<file path="config.mk">
export PLATFORM = sky130hd
export DESIGN_NAME = neighbor_table_with_aging
export DESIGN_NICKNAME = d
export VERILOG_FILES = /design/src/hdl/ntwa_pkg.sv /design/src/hdl/ntwa_ctrl.sv /design/src/hdl/ntwa_dpath.sv /design/src/hdl/neighbor_table_with_aging.sv
export SDC_FILE = /design/constraint.sdc
export NUM_CORES = 2
export LEC_CHECK = 0
export BUFFER_PORTS_ARGS = -buffer_cell sky130_fd_sc_hd__buf_2
export CORE_ASPECT_RATIO = 0.8
export CORE_MARGIN = 5
export CORE_UTILIZATION = 30
export DETAILED_ROUTE_END_ITERATION = 6
export GPL_TIMING_DRIVEN = 0
export PLACE_DENSITY = 0.41
export SYNTH_ARGS = -nofsm -noshare
export SYNTH_HDL_FRONTEND = slang
export SYNTH_HIERARCHICAL = 1
export SYNTH_SLANG_ARGS = --single-unit
</file>
<file path="constraint.sdc">
create_clock -name clk -period 15.5 [get_ports clk]
set_clock_uncertainty 0.2 [all_clocks]
set_input_delay 0.775 -clock clk [delete_from_list [all_inputs] [get_ports clk]]
set_output_delay 0.775 -clock clk [all_outputs]
set_load 0.1 [all_outputs]
</file>
<file path="src/hdl/ntwa_pkg.sv">
// ----------------------------------------------------------------------------
// ntwa_pkg
// Shared types and codes for the neighbor table with aging: operation and
// status codes, request and response payloads, controller commands.
// ----------------------------------------------------------------------------
package ntwa_pkg;

	localparam int FUNC_W = 3;
	localparam int ID_W   = 48;
	localparam int QUAL_W = 16;
	localparam int HOPS_W = 8;
	localparam int RSSI_W = 8;
	localparam int AGE_W  = 8;
	localparam int STAT_W = 2;
	localparam int CNTO_W = 5;

	// operation codes
	localparam logic [FUNC_W-1:0] FUNC_INSERT  = 3'd0;
	localparam logic [FUNC_W-1:0] FUNC_REMOVE  = 3'd1;
	localparam logic [FUNC_W-1:0] FUNC_LOOKUP  = 3'd2;
	localparam logic [FUNC_W-1:0] FUNC_SETDIST = 3'd3;
	localparam logic [FUNC_W-1:0] FUNC_TICK    = 3'd4;

	// response status codes
	localparam logic [STAT_W-1:0] STAT_UPDATED   = 2'd0;
	localparam logic [STAT_W-1:0] STAT_ADDED     = 2'd1;
	localparam logic [STAT_W-1:0] STAT_FULL      = 2'd2;
	localparam logic [STAT_W-1:0] STAT_NOT_FOUND = 2'd3;

	localparam logic [AGE_W-1:0] AGING_RELOAD_RST = 8'd3;

	typedef struct packed {
		logic [FUNC_W-1:0]        func;
		logic [ID_W-1:0]          node_id;
		logic                     is_root;
		logic                     is_joined;
		logic [QUAL_W-1:0]        link_quality;
		logic [HOPS_W-1:0]        hop_distance;
		logic signed [RSSI_W-1:0] signal_strength;
		logic [ID_W-1:0]          parent_id;
	} req_t;

	typedef struct packed {
		logic [STAT_W-1:0] status;
		logic              found;
		logic [HOPS_W-1:0] found_distance;
		logic [CNTO_W-1:0] removed_count;
		logic              lost_parent;
		logic [CNTO_W-1:0] entry_count;
	} rsp_t;

	// controller to datapath
	typedef struct packed {
		logic capture;
		logic commit;
	} ctrl_cmd_t;

endpackage

</file>
<file path="src/hdl/ntwa_ctrl.sv">
// ----------------------------------------------------------------------------
// ntwa_ctrl
// Sequencer: takes a request, holds the write-back until the response
// register can be loaded, and owns the response valid flag.
// ----------------------------------------------------------------------------
module ntwa_ctrl
	import ntwa_pkg::*;
(
	input  logic      clk,
	input  logic      arst_n,
	input  logic      req_valid,
	output logic      req_stall,
	output logic      rsp_valid,
	input  logic      rsp_stall,
	output ctrl_cmd_t cmd
);

	typedef enum logic {
		ST_IDLE,
		ST_WB
	} state_t;

	state_t state_q;
	logic   rsp_valid_q;

	// handshake decode
	always_comb begin
		cmd.capture = (state_q == ST_IDLE) && req_valid;
		cmd.commit  = (state_q == ST_WB) && (!rsp_valid_q || !rsp_stall);
	end

	assign req_stall = (state_q != ST_IDLE);
	assign rsp_valid = rsp_valid_q;

	// state and response valid
	always_ff @(posedge clk or negedge arst_n) begin
		if (!arst_n) begin
			state_q     <= ST_IDLE;
			rsp_valid_q <= 1'b0;
		end else begin
			unique case (state_q)
				ST_IDLE: begin
					if (cmd.capture) state_q <= ST_WB;
				end
				ST_WB: begin
					if (cmd.commit) state_q <= ST_IDLE;
				end
				default: state_q <= ST_IDLE;
			endcase
			if (cmd.commit)
				rsp_valid_q <= 1'b1;
			else if (!rsp_stall)
				rsp_valid_q <= 1'b0;
		end
	end

endmodule

</file>
<file path="src/hdl/ntwa_dpath.sv">
// ----------------------------------------------------------------------------
// ntwa_dpath
// Table storage and datapath: parallel key match and expiry scan on
// capture, registered; table update and response build on commit.
// ----------------------------------------------------------------------------
module ntwa_dpath
	import ntwa_pkg::*;
#(
	parameter int TABLE_ENTRIES = 16,
	parameter int ID_BYTES      = 6,
	parameter int QUALITY_BYTES = 2
) (
	input  logic             clk,
	input  logic             arst_n,
	input  ctrl_cmd_t        cmd,
	input  req_t             req,
	input  logic             cfg_write,
	input  logic [AGE_W-1:0] cfg_data,
	output rsp_t             rsp
);

	localparam int N     = TABLE_ENTRIES;
	localparam int CNT_W = $clog2(N + 1);
	localparam logic [ID_W-1:0] ID_MASK =
		(ID_BYTES * 8 >= ID_W) ? {ID_W{1'b1}} : ((ID_W'(1) << (ID_BYTES * 8)) - ID_W'(1));
	localparam logic [QUAL_W-1:0] QUAL_MASK =
		(QUALITY_BYTES * 8 >= QUAL_W) ? {QUAL_W{1'b1}} :
		((QUAL_W'(1) << (QUALITY_BYTES * 8)) - QUAL_W'(1));

	function automatic logic [CNT_W-1:0] popcount(input logic [N-1:0] v);
		logic [CNT_W-1:0] n;
		n = '0;
		for (int i = 0; i < N; i++)
			n = n + CNT_W'(v[i]);
		return n;
	endfunction

	// table storage
	logic [N-1:0]             valid_q;
	logic [ID_W-1:0]          key_q   [N];
	logic                     root_q  [N];
	logic                     conn_q  [N];
	logic [QUAL_W-1:0]        qual_q  [N];
	logic [HOPS_W-1:0]        hops_q  [N];
	logic [RSSI_W-1:0]        rssi_q  [N];
	logic [AGE_W-1:0]         age_q   [N];
	logic [CNT_W-1:0]         cnt_q;
	logic [AGE_W-1:0]         reload_q;

	// match stage
	logic [ID_W-1:0]   key_c, parent_c;
	logic [N-1:0]      hit_c, exp_c, free_c;
	logic              phit_c;
	logic [HOPS_W-1:0] hops_c;

	logic [FUNC_W-1:0] func_s1;
	logic [ID_W-1:0]   key_s1;
	logic              root_s1, conn_s1, phit_s1, empty_s1;
	logic [QUAL_W-1:0] qual_s1;
	logic [HOPS_W-1:0] hop_s1, hops_s1;
	logic [RSSI_W-1:0] rssi_s1;
	logic [N-1:0]      hit_s1, exp_s1, free_s1;
	logic [CNT_W-1:0]  removed_s1;

	// commit decode
	logic              hit_any, free_any;
	logic              do_ins, do_setdist, do_tick;
	logic [N-1:0]      wr_oh, valid_d;
	logic [CNT_W-1:0]  cnt_d;
	rsp_t              rsp_d;

	// aging reload register
	always_ff @(posedge clk or negedge arst_n) begin
		if (!arst_n)
			reload_q <= AGING_RELOAD_RST;
		else if (cfg_write)
			reload_q <= cfg_data;
	end

	// parallel compare against all entries
	always_comb begin
		key_c    = req.node_id & ID_MASK;
		parent_c = req.parent_id & ID_MASK;
		hops_c   = '0;
		phit_c   = 1'b0;
		for (int i = 0; i < N; i++) begin
			hit_c[i] = valid_q[i] && (key_q[i] == key_c);
			exp_c[i] = valid_q[i] && (age_q[i] == '0);
			if (exp_c[i] && (key_q[i] == parent_c)) phit_c = 1'b1;
			if (hit_c[i]) hops_c = hops_c | hops_q[i];
		end
		// lowest free slot, one-hot
		free_c = ~valid_q & (valid_q + N'(1));
	end

	always_ff @(posedge clk) begin
		if (cmd.capture) begin
			func_s1    <= req.func;
			key_s1     <= key_c;
			root_s1    <= req.is_root;
			conn_s1    <= req.is_joined;
			qual_s1    <= req.link_quality & QUAL_MASK;
			hop_s1     <= req.hop_distance;
			rssi_s1    <= req.signal_strength;
			hit_s1     <= hit_c;
			exp_s1     <= exp_c;
			free_s1    <= free_c;
			phit_s1    <= phit_c;
			hops_s1    <= hops_c;
			empty_s1   <= (cnt_q == '0);
			removed_s1 <= popcount(exp_c);
		end
	end

	// write-back decode and response build
	always_comb begin
		hit_any    = |hit_s1;
		free_any   = |free_s1;
		do_ins     = 1'b0;
		do_setdist = 1'b0;
		do_tick    = 1'b0;
		wr_oh      = hit_any ? hit_s1 : free_s1;
		valid_d    = valid_q;
		cnt_d      = cnt_q;
		rsp_d      = '0;
		unique case (func_s1)
			FUNC_INSERT: begin
				do_ins = 1'b1;
				if (hit_any) begin
					rsp_d.status = STAT_UPDATED;
					rsp_d.found  = 1'b1;
				end else if (free_any) begin
					rsp_d.status = STAT_ADDED;
					valid_d      = valid_q | free_s1;
					cnt_d        = cnt_q + CNT_W'(1);
				end else begin
					rsp_d.status = STAT_FULL;
				end
			end
			FUNC_REMOVE, FUNC_LOOKUP, FUNC_SETDIST: begin
				if (hit_any) begin
					rsp_d.status = STAT_UPDATED;
					rsp_d.found  = 1'b1;
					if (func_s1 == FUNC_REMOVE) begin
						valid_d = valid_q & ~hit_s1;
						cnt_d   = cnt_q - CNT_W'(1);
					end
					if (func_s1 == FUNC_LOOKUP) rsp_d.found_distance = hops_s1;
					if (func_s1 == FUNC_SETDIST) do_setdist = 1'b1;
				end else begin
					rsp_d.status = STAT_NOT_FOUND;
				end
			end
			FUNC_TICK: begin
				do_tick             = 1'b1;
				valid_d             = valid_q & ~exp_s1;
				cnt_d               = cnt_q - removed_s1;
				rsp_d.removed_count = CNTO_W'(removed_s1);
				rsp_d.lost_parent   = empty_s1 | phit_s1;
			end
			default: begin
			end
		endcase
		rsp_d.entry_count = CNTO_W'(cnt_d);
	end

	// control state of the table
	always_ff @(posedge clk or negedge arst_n) begin
		if (!arst_n) begin
			valid_q <= '0;
			cnt_q   <= '0;
		end else if (cmd.commit) begin
			valid_q <= valid_d;
			cnt_q   <= cnt_d;
		end
	end

	// entry payload
	always_ff @(posedge clk) begin
		if (cmd.commit) begin
			for (int i = 0; i < N; i++) begin
				if (do_ins && wr_oh[i]) begin
					key_q[i]  <= key_s1;
					root_q[i] <= root_s1;
					conn_q[i] <= conn_s1;
					qual_q[i] <= qual_s1;
					hops_q[i] <= hop_s1;
					rssi_q[i] <= rssi_s1;
					age_q[i]  <= reload_q;
				end
				if (do_setdist && hit_s1[i]) hops_q[i] <= hop_s1;
				if (do_tick && valid_q[i] && !exp_s1[i]) age_q[i] <= age_q[i] - AGE_W'(1);
			end
		end
	end

	// response register
	always_ff @(posedge clk) begin
		if (cmd.commit) rsp <= rsp_d;
	end

endmodule

</file>
<file path="src/hdl/neighbor_table_with_aging.sv">
// ----------------------------------------------------------------------------
// neighbor_table_with_aging
// Bounded neighbor table keyed by node id with insert, remove, lookup,
// set distance and an aging tick that expires stale entries.
//
//   channel   signals                        direction
//   req       req_valid, req_stall, req      in  (one operation per transaction)
//   rsp       rsp_valid, rsp_stall, rsp      out (one result per transaction)
//   cfg       cfg_valid, cfg_ready, cfg_data in  (aging reload count)
//
// Each operation runs as capture then commit: the capture edge matches the id
// against every entry in parallel and registers the result; the commit edge
// updates the table and loads the response register.
// Reset empties the table (valid bits cleared) and sets the reload to 3.
// A stalled response holds the write-back; the next request is taken once
// the response register has been loaded.
// ----------------------------------------------------------------------------
module neighbor_table_with_aging
	import ntwa_pkg::*;
#(
	parameter int TABLE_ENTRIES = 16,
	parameter int ID_BYTES      = 6,
	parameter int QUALITY_BYTES = 2
) (
	input  logic             clk,
	input  logic             arst_n,
	input  logic             req_valid,
	output logic             req_stall,
	input  req_t             req,
	output logic             rsp_valid,
	input  logic             rsp_stall,
	output rsp_t             rsp,
	input  logic             cfg_valid,
	output logic             cfg_ready,
	input  logic [AGE_W-1:0] cfg_data
);

	ctrl_cmd_t cmd;

	assign cfg_ready = 1'b1;

	// sequencer
	ntwa_ctrl u_ctrl (
		.clk       (clk),
		.arst_n    (arst_n),
		.req_valid (req_valid),
		.req_stall (req_stall),
		.rsp_valid (rsp_valid),
		.rsp_stall (rsp_stall),
		.cmd       (cmd)
	);

	// table and datapath
	ntwa_dpath #(
		.TABLE_ENTRIES (TABLE_ENTRIES),
		.ID_BYTES      (ID_BYTES),
		.QUALITY_BYTES (QUALITY_BYTES)
	) u_dpath (
		.clk       (clk),
		.arst_n    (arst_n),
		.cmd       (cmd),
		.req       (req),
		.cfg_write (cfg_valid & cfg_ready),
		.cfg_data  (cfg_data),
		.rsp       (rsp)
	);

endmodule

</file>
==> run metrics <==
Hold Startpoint=cfg_data[2]; setup TNS=0 ps; overall routing resource usage=30.9%; Post-CTS Hold Buffers=67; clock transition time at the flip-flop clock pins of the worst setup and hold paths=70 ps; Setup-failing EPs final=0; vias in the first global route=41.9k; IO Count=171; final antenna-violating net count=0; # DRC=2; slowest stage delay, CP=1270 ps; cells along the critical path=dlygate4sd3_1 -> buf_2 -> buf_2 -> buf_2 -> xor2_1 -> nor4_1 -> nand4_1 -> nor4_4 -> a22o_1 -> a221oi_1 -> nand4_1; critical path arrival=6180 ps; chip width=513 um; CP max-delay cell=nor4_4; num rows=147; Lkg Pwr=24.5 nW; RSZ-0062 raised after global routing=false; Achievable Freq=0.173 GHz; Die ar.=212000 um^2; CP endpoint kind=flop; Layout area overhead=19.7%; TritonCTS Buffers=142; Post-synth ARST share=2.59%; Seq cells post-synth=1199; area taken by flip-flops and latches=35900 um^2; post-synth cell types=73; Seq/Total Area, Yosys=59.0%; Synth Flop Type=edfxtp_1; Worst-Skew Late Latency=810 ps; Min Hold Slack=52.8 ps; Placed Area=67600 um^2; first-pass GRT wire length=427 mm; IO buf count=94; initial DRC count=8377; startpoint types=input pin; CTS HTree Levels=4; multi-input logic area=23400 um^2; R2R Setup Slk=10080 ps; gpl congestion=0.970; CTS tree=yes; CP Launch Point=req[112]; fin crit share=37.2%; synthesized area=60700 um^2; critical path class=input pin to flop; Setup WS pre-CTS=9550 ps; Pins Over Slew Limit=27; Fillers=19.5k; Hold Violations, Final=0; Crit Path Max Fanout=10; initial core utilization=30.2%; failing checks=DRC, capacitance limit, slew limit; Slew @ Worst Pin=1640 ps; vias per inst=5.73; Post-CTS Resized=0; Final min period=5770 ps; status=finished with violations; layout cells sized above 1=12.8%; number of flops mapped to enable cells by yosys=1168; initial antenna violation count=62; delay-heaviest family, CP=simple AND/OR/NAND/NOR gates; Post-Syn Nets=4828; post-detailed-routing wire length=336 mm; post-route cell area=72700 um^2; Core Area=201000 um^2; clk root buf=clkbuf_16; post-CTS setup buffer count=0; Slew HR=-9.12%; DR pass1 iterations=7; R2R Path Start=u_dpath/valid_q[9]; largest net degree at the start of global routing=32; worst path bufs/invs=4; Mapped Cells=4643; Die Ht=412 um; total power=8.42 mW; final worst setup slack=9730 ps; hpwl dp=241 mm; routed len/inst=42.7 um; Yosys warnings=6; NumNets Final=5257; Vias=45.1k; clock sinks=1199; Cell Pwr Density=116 nW/um^2; Critical Path RT=15910 ps; clk buf depth=3; syn_area_per_cell=13.1 um^2; Max IR drop VDD=0.0789 mV; Worst path most repeated cell=buf_2; gr ovfl total=0; Worst Hold Class=input pin to flop; Max-Cap Viols=3
## report_power, final
part | switching [mW] | leakage, nW | internal, mW
logic | 0.909 | 11.4 | 0.349
clock network | 1.49 | 2.13 | 1.82
registers | 0.160 | 11.0 | 3.70
## cell usage in the layout, fill, tap and decap left out, types with 28 or more instances in the layout
master	n
nor2_1	89
clkbuf_1	108
nor3b_1	31
inv_1	97
xor2_1	872
nor3_1	53
a21oi_1	82
buf_16	70
ha_1	28
edfxtp_1	1168
xnor2_1	700
a221oi_1	37
dlygate4sd3_1	67
buf_12	30
nand3_1	31
nor2b_1	34
clkbuf_16	143
buf_4	31
dfrtp_1	29
nand2_1	199
buf_2	260
o21ai_0	147
nor4_1	258
nand4_1	218
## flip-flops by register name, summed over array words and instances (netlist names)
| name | cells |
|---|---|
| u_dpath/removed_s1 | 5 |
| u_dpath/reload_q | 8 |
| u_dpath/empty_s1 | 1 |
| u_ctrl/rsp_valid | 1 |
| u_ctrl/req_stall | 1 |
| u_dpath/key_q | 768 |
| u_dpath/exp_s1 | 16 |
| u_dpath/rsp | 22 |
| u_dpath/hops_q | 128 |
| u_dpath/func_s1 | 3 |
| u_dpath/hop_s1 | 8 |
| u_dpath/phit_s1 | 1 |
| u_dpath/cnt_q | 5 |
| u_dpath/hops_s1 | 8 |
| u_dpath/valid_q | 16 |
| u_dpath/free_s1 | 16 |
| u_dpath/key_s1 | 48 |
| u_dpath/age_q | 128 |
| u_dpath/hit_s1 | 16 |
## synth_stat cells (7+ instances only)
cell / count / share of area [%]
a2111oi_0: 10 / 0.14
a32o_1: 9 / 0.15
nor2_1: 105 / 0.65
buf_6: 7 / 0.13
nand2b_1: 21 / 0.22
a21o_1: 20 / 0.25
edfxtp_1: 1168 / 58
mux2i_1: 18 / 0.30
o21ai_0: 148 / 1.2
nor3_1: 55 / 0.45
clkbuf_1: 69 / 0.43
and3_1: 21 / 0.22
fa_1: 11 / 0.36
nand4_1: 218 / 2.2
and2_1: 11 / 0.11
nor3b_1: 31 / 0.38
nand2_1: 199 / 1.2
ha_1: 28 / 0.58
a21oi_1: 82 / 0.68
buf_4: 21 / 0.26
nand3_1: 31 / 0.26
nor4_1: 264 / 2.7
nor2b_1: 34 / 0.35
buf_2: 165 / 1.4
nor4_4: 10 / 0.35
xnor2_1: 700 / 10
a221oi_1: 37 / 0.53
or4_1: 9 / 0.11
nand3b_1: 20 / 0.25
xor2_1: 872 / 13
dfrtp_1: 29 / 1.2
mux2_2: 11 / 0.20
inv_1: 97 / 0.60
a222oi_1: 7 / 0.12
a22o_1: 26 / 0.38
## routing by layer
metal | vias to the layer above | part of all wire, % | global-route usage [%]
met5 | - | 0.012 | 0
li1 | 17700 | - | -
met1 | 23500 | 42 | 43.4
met2 | 3221 | 40 | 43.5
met3 | 683 | 12 | 9.01
met4 | 6 | 6.0 | 14.9
## cell type report
class	instances	area share, %
sequential	1199	49.3
multi-input combinational	3081	32.2
timing repair buffer	285	5.41
clock buffer	188	5.21
tap	2682	4.62
buffer	266	1.84
clock inverter	61	0.819
inverter	97	0.501
antenna	13	0.0448
## path summary, 6_finish.rpt
path / cells past startpoint / end
setup reg to reg: 13 / u_dpath/removed_s1[2]
setup / recovery: 11 / u_dpath/hops_s1[4]
hold reg to reg: 1 / u_dpath/rsp[13]
max in group asynchronous: 2 / u_dpath/cnt_q[1]
hold / removal: 2 / u_dpath/reload_q[2]
min in group asynchronous: 2 / u_dpath/reload_q[3]
## through the flow
stage | instances | util, %
final | 7872 | 36.2
after CTS | 7859 | 36.1
after global routing | 7861 | 36.1
after floorplan | 4643 | -
after detailed placement | 7543 | 33.6
after global placement | 7419 | 32.1
## cells by family after synthesis
| kind of cell | after synthesis | share of synthesized area [%] |
|---|---|---|
| xor gates and xnor gates | 1572 | 22.7 |
| and+or+nand+nor | 1051 | 9.90 |
| DFF | 1199 | 59.0 |
| muxes | 29 | 0.501 |
| adders and majority gates | 39 | 0.940 |
| AOI/OAI and AO/OA | 389 | 4.14 |
| buffers and inverters | 363 | 2.80 |
| other | 1 | 0.00618 |
(Power assumes the default switching activity.)
